### src/ymrfc_pkg.sv
// ----------------------------------------------------------------------------
// ymrfc_pkg: shared types and constants for the YMODEM frame checker
// Beat types, control byte codes, session encoding and the CRC step.
// ----------------------------------------------------------------------------
package ymrfc_pkg;

  localparam logic [1:0] OP_BYTE  = 2'd0;
  localparam logic [1:0] OP_START = 2'd1;
  localparam logic [1:0] OP_ABORT = 2'd2;
  localparam logic [1:0] OP_RSVD  = 2'd3;

  localparam logic [7:0] B_SOH = 8'h01;
  localparam logic [7:0] B_STX = 8'h02;
  localparam logic [7:0] B_EOT = 8'h04;
  localparam logic [7:0] B_ACK = 8'h06;
  localparam logic [7:0] B_NAK = 8'h15;
  localparam logic [7:0] B_CAN = 8'h18;
  localparam logic [7:0] B_C   = 8'h43;

  localparam logic [2:0] ST_OK      = 3'd0;
  localparam logic [2:0] ST_LENGTH  = 3'd1;
  localparam logic [2:0] ST_HEADER  = 3'd2;
  localparam logic [2:0] ST_SEQ     = 3'd3;
  localparam logic [2:0] ST_CRC     = 3'd4;
  localparam logic [2:0] ST_ABORTED = 3'd5;
  localparam logic [2:0] ST_UNKNOWN = 3'd6;

  localparam logic [1:0] PH_NAME   = 2'd0;
  localparam logic [1:0] PH_BLANKS = 2'd1;
  localparam logic [1:0] PH_DIGITS = 2'd2;
  localparam logic [1:0] PH_DONE   = 2'd3;

  localparam logic [10:0] POS_MAX   = 11'd2047;
  localparam logic [10:0] LEN_SOH   = 11'd133;
  localparam logic [10:0] LEN_STX   = 11'd1029;
  localparam logic [15:0] CRC_POLY  = 16'h1021;
  localparam logic [15:0] CRC_MSB   = 16'h8000;
  localparam int          QDEPTH    = 4;
  localparam int          QAW       = $clog2(QDEPTH);

  typedef enum logic [4:0] {
    SS_IDLE     = 5'b00001,
    SS_WAIT_HDR = 5'b00010,
    SS_RECV     = 5'b00100,
    SS_COMPLETE = 5'b01000,
    SS_ABORTED  = 5'b10000
  } sess_t;

  typedef struct packed {
    logic [1:0] opcode;
    logic [7:0] frame_byte;
    logic       frame_end;
  } in_t;

  typedef struct packed {
    logic        reply_valid;
    logic [7:0]  reply_byte;
    logic [2:0]  status;
    logic        run_last;
    logic [2:0]  link_state;
    logic [31:0] bytes_received;
    logic [31:0] file_size;
    logic [7:0]  retry_total;
  } out_t;

  // one queued record: one or two beats sharing a state snapshot
  typedef struct packed {
    logic        two;
    logic        v0;
    logic [7:0]  b0;
    logic [2:0]  s0;
    logic [7:0]  b1;
    logic [2:0]  s1;
    logic [2:0]  link;
    logic [31:0] bytes;
    logic [31:0] size;
    logic [7:0]  retries;
  } rec_t;

  typedef struct packed {
    logic valid;
    rec_t rec;
  } rec_push_t;

  function automatic logic [2:0] sess_code(sess_t s);
    logic [2:0] c;
    case (s)
      SS_IDLE:     c = 3'd0;
      SS_WAIT_HDR: c = 3'd1;
      SS_RECV:     c = 3'd2;
      SS_COMPLETE: c = 3'd3;
      SS_ABORTED:  c = 3'd4;
      default:     c = 3'd0;
    endcase
    return c;
  endfunction

  function automatic logic [15:0] crc_step(logic [15:0] crc, logic [7:0] b);
    logic [15:0] c;
    c = crc ^ {b, 8'h00};
    for (int i = 0; i < 8; i++) begin
      if ((c & CRC_MSB) != 16'h0000) c = (c << 1) ^ CRC_POLY;
      else c = c << 1;
    end
    return c;
  endfunction

endpackage

### src/ymrfc_front.sv
// ----------------------------------------------------------------------------
// ymrfc_front: byte intake, CRC, size parse and frame judgement
// Takes one beat per cycle with accept high, pushes a result record when due.
// ----------------------------------------------------------------------------
module ymrfc_front (
  input  logic                clk,
  input  logic                rst_n,
  input  logic                accept,
  input  ymrfc_pkg::in_t      item,
  output ymrfc_pkg::rec_push_t push_o
);
  import ymrfc_pkg::*;

  sess_t       sess_r, sess_nxt;
  logic [10:0] pos_r, pos_nxt;
  logic [7:0]  kind_r, kind_nxt;
  logic [7:0]  seq_r, seq_nxt;
  logic [7:0]  cmp_r, cmp_nxt;
  logic [15:0] crc_r, crc_nxt;
  logic [15:0] tp_r, tp_nxt;
  logic [7:0]  exp_r, exp_nxt;
  logic [31:0] acc_r, acc_nxt;
  logic [31:0] size_r, size_nxt;
  logic [31:0] cand_r, cand_nxt;
  logic [1:0]  ph_r, ph_nxt;
  logic [7:0]  retry_r, retry_nxt;
  logic        found_r, found_nxt;

  always_comb begin
    logic [7:0]  b, old;
    logic        digit, blank, emit;
    logic [35:0] v;
    logic [32:0] sum;
    logic [10:0] dlen;
    rec_t        r;
    sess_nxt = sess_r; pos_nxt = pos_r; kind_nxt = kind_r; seq_nxt = seq_r;
    cmp_nxt = cmp_r; crc_nxt = crc_r; tp_nxt = tp_r; exp_nxt = exp_r;
    acc_nxt = acc_r; size_nxt = size_r; cand_nxt = cand_r; ph_nxt = ph_r;
    retry_nxt = retry_r; found_nxt = found_r;
    b = item.frame_byte;
    old = tp_r[15:8];
    digit = (old >= 8'h30) && (old <= 8'h39);
    blank = (old == 8'h20) || ((old >= 8'h09) && (old <= 8'h0D));
    v = '0; sum = '0; dlen = '0;
    emit = 1'b0;
    r = '0;
    if (accept) begin
      case (item.opcode)
        OP_START: begin
          emit = 1'b1;
          sess_nxt = SS_WAIT_HDR; retry_nxt = '0; acc_nxt = '0;
          size_nxt = '0; exp_nxt = '0;
          r.v0 = 1'b1; r.b0 = B_C; r.s0 = ST_OK;
        end
        OP_ABORT: begin
          emit = 1'b1;
          sess_nxt = SS_ABORTED;
          r.two = 1'b1; r.v0 = 1'b1; r.b0 = B_CAN; r.s0 = ST_ABORTED;
          r.b1 = B_CAN; r.s1 = ST_ABORTED;
        end
        OP_BYTE: begin
          if (pos_r == 11'd0) kind_nxt = b;
          else if (pos_r == 11'd1) seq_nxt = b;
          else if (pos_r == 11'd2) cmp_nxt = b;
          else begin
            if (pos_r >= 11'd5) begin
              crc_nxt = crc_step(crc_r, old);
              case (ph_r)
                PH_NAME: if (old == 8'h00) ph_nxt = PH_BLANKS;
                PH_BLANKS: begin
                  if (digit) begin
                    cand_nxt = {28'h0, old[3:0]};
                    found_nxt = 1'b1;
                    ph_nxt = PH_DIGITS;
                  end else if (!blank) ph_nxt = PH_DONE;
                end
                PH_DIGITS: begin
                  if (digit) begin
                    v = ({4'b0000, cand_r} << 3) + ({4'b0000, cand_r} << 1)
                        + {32'h0, old[3:0]};
                    cand_nxt = (v[35:32] != 4'b0000) ? 32'hFFFF_FFFF : v[31:0];
                  end else ph_nxt = PH_DONE;
                end
                default: ;
              endcase
            end
            tp_nxt = {tp_r[7:0], b};
          end
          if (pos_r < POS_MAX) pos_nxt = pos_r + 11'd1;

          if (item.frame_end) begin
            emit = 1'b1;
            r.v0 = 1'b1; r.b0 = B_NAK;
            if (kind_nxt == B_EOT) begin
              sess_nxt = SS_COMPLETE; r.b0 = B_ACK; r.s0 = ST_OK;
            end else if (kind_nxt == B_CAN) begin
              sess_nxt = SS_ABORTED; r.v0 = 1'b0; r.b0 = 8'h00; r.s0 = ST_ABORTED;
            end else if (kind_nxt != B_SOH && kind_nxt != B_STX) begin
              r.s0 = ST_HEADER;
            end else if (pos_nxt != ((kind_nxt == B_SOH) ? LEN_SOH : LEN_STX)) begin
              r.s0 = ST_LENGTH;
            end else if (seq_nxt != ~cmp_nxt) begin
              r.s0 = ST_SEQ;
            end else if (tp_nxt != crc_nxt) begin
              retry_nxt = retry_r + 8'd1; r.s0 = ST_CRC;
            end else if (seq_nxt == 8'd0 && sess_r == SS_WAIT_HDR) begin
              if (found_nxt) size_nxt = cand_nxt;
              acc_nxt = '0; exp_nxt = 8'd1; sess_nxt = SS_RECV;
              r.b0 = B_ACK; r.s0 = ST_OK;
              r.two = 1'b1; r.b1 = B_C; r.s1 = ST_OK;
            end else if (seq_nxt != 8'd0 && sess_r == SS_RECV) begin
              if (seq_nxt != exp_r) begin
                if (seq_nxt == exp_r - 8'd1) begin
                  r.b0 = B_ACK; r.s0 = ST_OK;
                end else r.s0 = ST_SEQ;
              end else begin
                dlen = (kind_nxt == B_SOH) ? 11'd128 : 11'd1024;
                sum = {1'b0, acc_r} + {22'h0, dlen};
                acc_nxt = (sum > {1'b0, size_r}) ? size_r : sum[31:0];
                exp_nxt = exp_r + 8'd1;
                r.b0 = B_ACK; r.s0 = ST_OK;
              end
            end else begin
              r.v0 = 1'b0; r.b0 = 8'h00; r.s0 = ST_UNKNOWN;
            end
          end
        end
        default: ;
      endcase
      if (item.opcode == OP_START || item.opcode == OP_ABORT ||
          (item.opcode == OP_BYTE && item.frame_end)) begin
        pos_nxt = '0; kind_nxt = '0; seq_nxt = '0; cmp_nxt = '0; crc_nxt = '0;
        tp_nxt = '0; cand_nxt = '0; ph_nxt = PH_NAME; found_nxt = 1'b0;
      end
    end
    r.link = sess_code(sess_nxt);
    r.bytes = acc_nxt;
    r.size = size_nxt;
    r.retries = retry_nxt;
    push_o.valid = emit;
    push_o.rec = r;
  end

  always_ff @(posedge clk) begin
    if (!rst_n) begin
      sess_r <= SS_IDLE; pos_r <= '0; kind_r <= '0; seq_r <= '0; cmp_r <= '0;
      crc_r <= '0; tp_r <= '0; exp_r <= '0; acc_r <= '0; size_r <= '0;
      cand_r <= '0; ph_r <= PH_NAME; retry_r <= '0; found_r <= 1'b0;
    end else begin
      sess_r <= sess_nxt; pos_r <= pos_nxt; kind_r <= kind_nxt; seq_r <= seq_nxt;
      cmp_r <= cmp_nxt; crc_r <= crc_nxt; tp_r <= tp_nxt; exp_r <= exp_nxt;
      acc_r <= acc_nxt; size_r <= size_nxt; cand_r <= cand_nxt; ph_r <= ph_nxt;
      retry_r <= retry_nxt; found_r <= found_nxt;
    end
  end

  a_start_waits: assert property (@(posedge clk) disable iff (!rst_n)
    accept && item.opcode == OP_START |=> sess_r == SS_WAIT_HDR)
    else $error("start did not enter wait header");

endmodule

### src/ymrfc_back.sv
// ----------------------------------------------------------------------------
// ymrfc_back: record queue and beat expansion
// Holds up to four records and issues one or two result beats per record.
// ----------------------------------------------------------------------------
module ymrfc_back (
  input  logic                 clk,
  input  logic                 rst_n,
  input  ymrfc_pkg::rec_push_t push_i,
  output logic                 full_o,
  output logic                 empty,
  input  logic                 pop,
  output ymrfc_pkg::out_t      out_data
);
  import ymrfc_pkg::*;

  rec_t           q_r [QDEPTH];
  logic [QAW-1:0] wr_r, rd_r;
  logic [QAW:0]   cnt_r;
  logic           beat_r;
  rec_t           head;
  logic           take, last;

  assign head   = q_r[rd_r];
  assign empty  = (cnt_r == '0);
  assign full_o = (cnt_r == (QAW+1)'(QDEPTH));
  assign last   = beat_r || !head.two;
  assign take   = pop && !empty;

  always_comb begin
    out_data.reply_valid    = beat_r ? 1'b1 : head.v0;
    out_data.reply_byte     = beat_r ? head.b1 : head.b0;
    out_data.status         = beat_r ? head.s1 : head.s0;
    out_data.run_last       = last;
    out_data.link_state     = head.link;
    out_data.bytes_received = head.bytes;
    out_data.file_size      = head.size;
    out_data.retry_total    = head.retries;
  end

  always_ff @(posedge clk) begin
    if (push_i.valid) q_r[wr_r] <= push_i.rec;
  end

  always_ff @(posedge clk) begin
    if (!rst_n) begin
      wr_r <= '0; rd_r <= '0; cnt_r <= '0; beat_r <= 1'b0;
    end else begin
      if (push_i.valid) wr_r <= wr_r + 1'b1;
      if (take && last) rd_r <= rd_r + 1'b1;
      if (take) beat_r <= !last;
      cnt_r <= cnt_r + (QAW+1)'(push_i.valid) - (QAW+1)'(take && last);
    end
  end

  a_no_overflow: assert property (@(posedge clk) disable iff (!rst_n)
    !(push_i.valid && full_o))
    else $error("push into full record queue");
  a_second_beat: assert property (@(posedge clk) disable iff (!rst_n)
    beat_r |-> !empty && head.two)
    else $error("second beat without a two-beat record");
  a_beat_holds: assert property (@(posedge clk) disable iff (!rst_n)
    beat_r && !pop |=> beat_r)
    else $error("second beat lost while stalled");

endmodule

### src/ymodem_receiver_frame_checker_unit.sv
// ----------------------------------------------------------------------------
// ymodem_receiver_frame_checker_unit: YMODEM receive-side frame checker
// Judges received frames (CRC-16/XMODEM) and produces control replies.
// ----------------------------------------------------------------------------
// Push one beat per cycle: a frame byte (with frame_end on the last one), a
// start command or an abort command. Every payload byte passes a two-byte hold
// register into the CRC and the file size parser, so input beats are accepted
// back to back, one per clock, while full is low. A beat that closes a frame,
// and every start or abort, queues one record in a four-deep queue; the
// result side pops one result beat per cycle with pop high, one per record or
// two for an accepted header (ACK, C) and an abort (CAN, CAN). run_last marks the final
// result of a given input. full rises when four records wait unread: a stall
// on the result side fills the queue, and so can a dense run of two-beat
// records (aborts back to back), which drain at half the input rate.
// The first result of a push is registered in the record queue before the ports.
module ymodem_receiver_frame_checker_unit (
  input  logic              clk,
  input  logic              rst_n,
  input  logic              push,
  output logic              full,
  input  ymrfc_pkg::in_t    in_data,
  output logic              empty,
  input  logic              pop,
  output ymrfc_pkg::out_t   out_data
);
  import ymrfc_pkg::*;

  rec_push_t rec_push;
  logic      accept;

  // front sees only beats the queue has room for
  assign accept = push && !full;

  ymrfc_front u_front (
    .clk    (clk),
    .rst_n  (rst_n),
    .accept (accept),
    .item   (in_data),
    .push_o (rec_push)
  );

  ymrfc_back u_back (
    .clk      (clk),
    .rst_n    (rst_n),
    .push_i   (rec_push),
    .full_o   (full),
    .empty    (empty),
    .pop      (pop),
    .out_data (out_data)
  );

endmodule
### config.mk
export PLATFORM = sky130hd
export DESIGN_NAME = ymodem_receiver_frame_checker_unit
export DESIGN_NICKNAME = d
export VERILOG_FILES = /design/src/ymrfc_pkg.sv /design/src/ymrfc_front.sv /design/src/ymrfc_back.sv /design/src/ymodem_receiver_frame_checker_unit.sv
export SDC_FILE = /design/constraint.sdc
export NUM_CORES = 1
export LEC_CHECK = 0
export BUFFER_PORTS_ARGS = -buffer_cell sky130_fd_sc_hd__buf_4
export CAP_MARGIN = 20
export CORE_MARGIN = 3
export CORE_UTILIZATION = 45
export CTS_BUF_LIST = sky130_fd_sc_hd__clkbuf_2 sky130_fd_sc_hd__clkbuf_4 sky130_fd_sc_hd__clkbuf_8
export DETAILED_ROUTE_END_ITERATION = 7
export PLACE_DENSITY = 0.7
export SYNTH_ARGS = -nofsm -noshare
export SYNTH_HDL_FRONTEND = slang
export SYNTH_SLANG_ARGS = --single-unit
### constraint.sdc
create_clock -name clk -period 6.85 [get_ports clk]
set_clock_uncertainty 0.1 [all_clocks]
set_input_delay 1.37 -clock clk [delete_from_list [all_inputs] [get_ports clk]]
set_output_delay 1.37 -clock clk [all_outputs]
set_load 0.02 [all_outputs]
==> flow_summary.yaml, run 1 <==
sta:
  tightest_slew_ns: 1.10
  maxSlewHeadroom: 0.264
  setup_violations: 0
  final_hold_viol_count: 0
  rsz0062_at_grt: "false"
  slew_viol_final: 0
  fmax_mhz: 157
  post-route-worst-setup-slack_ns: 0.462
  min_period_ns: 6.39
  timing.final.crit_share: 0.933
critical_path:
  cp_num_buf_inv: 2
  arrival_ns: 6.68
  crit_path_max_incr_delay_ns: 0.60
  cp_slowest_cell: "or4_4"
  reg2reg_depth: 23
  r2r_start: "u_front.pos_r[10]"
  cp-start-kind: "flop"
  worstReg2RegEnd: "u_back.q_r[3][57]"
  worstPathMaxFanout: 8
  worst-path-stages: 23
  cpLargestDelayFamily: "simple AND/OR/NAND/NOR gates"
  rrSetupSlack_ns: 0.46
  crit_path_end_kind: "flop"
  crit_top_cell: "ha_1"
  cp.required_ns: 7.14
  crit_type: "reg2reg"
  path_cells: "or4_4, nor4_4, mux2i_1, or2_2, inv_1, ha_1, ha_1, a31o_2, nand3_1, nor2_1, nand2_1, nor2_2, nand3_1, xnor2_1, ha_1, or2_2, a211oi_1, a21oi_1, a2111o_1, a32oi_4, buf_4, a21oi_1, o21ai_0"
synth:
  syn_inst: 2452
  ys_async_sr_fraction: 0
  yosysTopAreaCell: "edfxtp_1"
  ys_seq_area_frac: 0.518
  ys_seq_elements: 545
  ys_warn_count: 0
  synth_top_area_share: 0.376
  synth_edf_count: 348
  ys.flop_type: "edfxtp_1"
  yosysMostFrequentCell: "edfxtp_1"
  syn-cell-area_um2: 27800
  synthTopCellsByCount: "edfxtp_1 (348), nand2_1 (231), dfxtp_1 (197)"
  synth_cell_types: 86
  syn_avg_cell_area_um2: 11.3
  synth_area_leaders: "edfxtp_1 (38%), dfxtp_1 (14%), mux4_2 (7.1%)"
global_routing:
  antenna_found_initial: 1
  grt_pass1_vias: 19639
  grt_overflow_total: 0
  grt_max_degree: 93
  groute.usage.overall: 0.221
  grt_pass1_wl_um: 112000
detailed_routing:
  wl_per_cell_um: 21.0
  drc: 0
  viasPerCell: 5.97
  finalWirelength_um: 71800
  dr.pass1.iters: 6
  detail-route-antenna-nets: 0
  drt-initial-drc-count: 1812
  vias: 20430
place:
  dp_cells: 3246
  dpl.hpwl_um: 49400
  portBuffers: 102
  gp_congestion: 0.952
  place_ws_ns: -0.144
clock_tree:
  clock_latency_ns: 0.71
  cts_tree: "done"
  cts_hold_buf: 0
  cts_buffer_depth: 3
  ctsRootBufferMaster: "clkbuf_8"
  clock_sinks: 545
  htree_levels: 3
  cts.clk_slew.worst_paths_ns: 0.06
  cts_buffers: 91
layout:
  regArea_um2: 14400
  multi_input_comb_area_um2: 12600
  fin_cells: 3422
  fillers: 5223
  finalNetCount: 2700
  syn_to_final_growth_pct: 13.1
  finish.utilization: 0.518
  final_layout_size_suffix_gt1_frac: 0.175
die:
  core_um2: 60700
  io_pins: 105
  rows: 90
  die_y_um: 254
  initial_core_util: 0.458
  die_w_um: 254
  dieArea_um2: 64700
run:
  maxCapViolCount: 0
hold_path:
  holdPathEnd: "u_front.size_r[17]"
  hold_depth: 2
  hp-class: "reg2reg"
  worstHoldStart: "u_front.size_r[17]"
pwr:
  cellPowerDensity_nw_per_um2: 253
  power.leakage_uw: 0.0111
  vdd_ir_drop_max_uv: 180
run_status:
  status: "finished clean"
-- logic make-up (layout without fill, tap and decap cells) --
group,count (synthesis),in the layout,share of synthesized area
flops,545,545,0.518
other cells,1,3,0.000135
fa+ha+maj,122,122,0.0558
simple gates,706,706,0.124
buf+inv,236,421,0.0334
mux,145,145,0.0916
compound gates,579,580,0.135
xor+xnor,118,118,0.0418
-- tightest hold or removal path, stage by stage (launching register included) --
cell and delay [ns]:
dfxtp_1 0.32, nand2_1 0.05, o21ai_1 0.05
-- sequential cells by signal, indices dropped and copies added (netlist names), 11 cells and up, named ones only --
name,count
u_back.q_r,348
u_front.cand_r,32
u_front.acc_r,32
u_front.crc_r,16
u_front.size_r,32
u_front.tp_r,16
u_front.pos_r,11
-- per-stage QoR --
stage	cell area, µm²	power, µW	hold slack, ns	setup TNS (ns)
final	31400	7950	0.363	0
after CTS	31300	8040	0.366	0
after floorplan	27800	4630	0.343	0
after detailed placement	29500	5150	0.359	-6.02
after global routing	31400	8280	0.390	0
after global placement	29500	5130	0.354	-0.103
-- layout by cell type (no fill, tap or decap), types with 9 or more instances in the layout --
master    count
a22o_1       12
or4_1        11
buf_4       156
nand4_1      29
edfxtp_1    348
a21oi_1     127
dfxtp_1     195
nor4_1       14
nand2_1     231
a21o_1       23
mux2i_1      54
clkinv_1     20
o21ai_0     144
nand2b_1     16
and2_1       27
xnor2_1      79
a31oi_1      48
mux4_2       87
clkbuf_8     94
o21ai_1      35
a32oi_1      34
nand3_1      79
xor2_1       30
ha_1        119
clkbuf_4     27
or3_1        12
a32o_1        9
clkinv_2     15
a211oi_1      9
nor3_1       41
inv_1        85
or2_2        11
a22oi_1      29
and3_1       21
o211ai_1     15
nor2b_1       9
nor2_1      158
-- per-layer routing --
metal	up-vias	wire (µm)	GRT usage
met1	10071	32200	0.313
met4	0	2370	0.0816
li1	9485	-	-
met5	-	0	0
met3	124	4440	0.0345
met2	750	32800	0.346
-- worst max-delay path by stage --
stage | end | slack [ns] | startpoint
6_report | u_back.q_r[3][57] | 0.46 | u_front.pos_r[10]
5_1_grt | u_back.q_r[3][55] | 0.02 | u_front.pos_r[10]
4_1_cts | u_back.q_r[0][56] | 0.32 | u_front.pos_r[10]
3_5_place_dp | u_front.acc_r[16] | -0.14 | in_data[3]
3_3_place_gp | u_front.acc_r[16] | -0.01 | in_data[3]
2_1_floorplan | u_back.q_r[0][55] | 0.01 | in_data[3]
-- what timing repair did --
action                                  4_1_cts  5_1_grt
resized for setup                             0        3
endpoints found under the setup margin        0       93
setup buffers                                 0        1
-- final cells by class --
| type | count | share of cell area |
|---|---|---|
| repair buffers | 165 | 0.0423 |
| diodes | 1 | 0.0000797 |
| clock inverters | 48 | 0.0105 |
| multi-input cells | 1673 | 0.400 |
| inverters | 87 | 0.0104 |
| well taps | 782 | 0.0311 |
| clock buffers | 121 | 0.0476 |
| flip-flops and latches | 545 | 0.458 |
-- power by group --
group	leakage (µW)	switching, µW	internal [µW]
Sequential	0.00472	44.5	3580
Clock	0.000963	1360	1530
Combinational	0.00538	828	608
(Power assumes the default switching activity.)
==> run 2, diff against run 1 <==
Settings changed: CORE_ASPECT_RATIO set to 1.25.
==> run 2 against run 1 <==
Worst setup slack gained 0.073 ns. Count of clock-buffer cells in the layout grew 1. Via count fell by 0.17%. Critical path depth is 5 higher. Total power up 0.47%. Register-to-register slack better by 0.07 ns. Global-route usage up 0.15 points. Flip-flop and latch count stayed put. Final area rose by 0.33%. Largest power group unchanged. Sequential share of layout area shrank 0.15 points.
==> flow_summary.yaml, run 2 (synthesized netlist as in run 1, its figures left out) <==
pwr:
  switchingPower_uw: 2190
  power.share.sequential: 0.457
  finalPower_uw: 7990
  cellPowerDensity_nw_per_um2: 253
  vdd_ir_drop_max_uv: 171
  clock_power_share: 0.364
  p_int_uw: 5800
  p_comb_frac: 0.178
  switching_share: 0.274
  power.leakage_uw: 0.0111
critical_path:
  crit_path_max_incr_delay_ns: 0.59
  arrival_ns: 6.62
  crit_type: "reg2reg"
  worstPathMaxFanout: 20
  rrSetupSlack_ns: 0.54
  cp_slowest_cell: "or4_4"
  reg2reg_depth: 28
  crit_path_end_kind: "flop"
  cp.required_ns: 7.15
  cp-start-kind: "flop"
detailed_routing:
  dr.pass1.iters: 7
  drt-initial-drc-count: 1749
  detail-route-antenna-nets: 0
  finalWirelength_um: 73300
  vias: 20395
  drc: 0
  viasPerCell: 5.90
  wl_per_cell_um: 21.2
clock_tree:
  cts_hold_buf: 0
  cts_buffers: 85
  htree_levels: 3
  clock_sinks: 545
  cts.clk_slew.worst_paths_ns: 0.06
  cts_buffer_depth: 3
  ctsRootBufferMaster: "clkbuf_8"
  cts_tree: "done"
  clock_latency_ns: 0.70
die:
  die_w_um: 228
  io_pins: 105
  die_y_um: 284
  initial_core_util: 0.456
  rows: 101
  dieArea_um2: 64800
  core_um2: 60900
global_routing:
  grt_pass1_wl_um: 115000
  grt_max_degree: 88
  groute.usage.overall: 0.222
  antenna_found_initial: 1
  grt_pass1_vias: 20181
  grt_overflow_total: 0
sta:
  post-route-worst-setup-slack_ns: 0.536
  setup_violations: 0
  slew_viol_final: 0
  timing.final.crit_share: 0.922
  maxSlewHeadroom: 0.257
  fmax_mhz: 158
  rsz0062_at_grt: "false"
  tightest_slew_ns: 1.11
  final_hold_viol_count: 0
  min_period_ns: 6.31
hold_path:
  hp-class: "reg2reg"
  hold_depth: 2
layout:
  fin_area_um2: 31500
  final_cell_mix: "edfxtp_1 (348), nand2_1 (231), dfxtp_1 (195)"
  finalNetCount: 2700
  final_common_cell: "edfxtp_1"
  fin_cells: 3458
  top_register: "u_back.q_r"
  final_layout_size_suffix_gt1_frac: 0.177
  syn_to_final_growth_pct: 13.5
  largest_register_ffs: 348
place:
  place_area_um2: 29600
  portBuffers: 102
  dp_cells: 3295
  gp_congestion: 0.933
  place_ws_ns: -0.173
  dpl.hpwl_um: 50500
run_status:
  status: "finished clean"
run:
  maxCapViolCount: 0
==> run 2: final timing paths <==
path / start / to
max: u_front.pos_r[10] / u_back.q_r[0][55]
min: u_front.size_r[12] / u_front.size_r[12]
max reg2reg: u_front.pos_r[10] / u_back.q_r[0][55]
min reg2reg: u_front.size_r[12] / u_front.size_r[12]
==> run 2: final cells by class <==
| class | count | area [µm²] |
|---|---|---|
| Clock buffer | 122 | 1490 |
| Timing Repair Buffer | 172 | 1390 |
| Multi-Input combinational cell | 1672 | 12500 |
| Sequential cell | 545 | 14400 |
| Antenna cell | 1 | 2.50 |
| Inverter | 87 | 327 |
| Clock inverter | 35 | 337 |
| Fill cell | 5379 | 29400 |
| Tap cell | 824 | 1030 |
==> run 2: critical path: cells and delay by family (launching register included) <==
kind,cells,cell delay [ns]
AND/OR/NAND/NOR,13,2.90
AO/OA/AOI/OAI,6,1.05
adder cells (fa/ha/maj),3,0.71
buffers and inverters,4,0.65
flip-flops,1,0.37
XOR/XNOR,1,0.17
multiplexers,1,0.10
==> run 2: repair_timing <==
action	in CTS	in global routing
resized for setup	0	8
pin swaps	1	2
endpoints found under the hold margin	0	0
endpoints found under the setup margin	4	135
buffers inserted	1	1
==> run 2: per-layer routing <==
metal | vias to the layer above | GRT usage | routed length (µm)
li1 | 9489 | - | -
met2 | 703 | 0.377 | 36000
met3 | 142 | 0.0357 | 4490
met4 | 0 | 0.0944 | 2940
met5 | - | 0 | 0
met1 | 10061 | 0.283 | 29800
==> run 2: stage by stage <==
stage / TNS, ns / utilization / hold slack, ns
floorplan: 0 / - / 0.343
global placement: -0.747 / 0.486 / 0.354
detailed placement: -5.01 / 0.486 / 0.363
CTS: 0 / 0.516 / 0.371
global route: 0 / 0.517 / 0.396
finish: 0 / 0.517 / 0.369
==> run 2: power by group through the flow <==
stage / registers, µW / logic, µW / clock network, µW
after floorplan: 3680 / 949 / 0
after global placement: 3720 / 1420 / 0
after detailed placement: 3730 / 1440 / 0
after CTS: 3660 / 1440 / 2970
after global routing: 3660 / 1520 / 3120
final: 3650 / 1430 / 2910
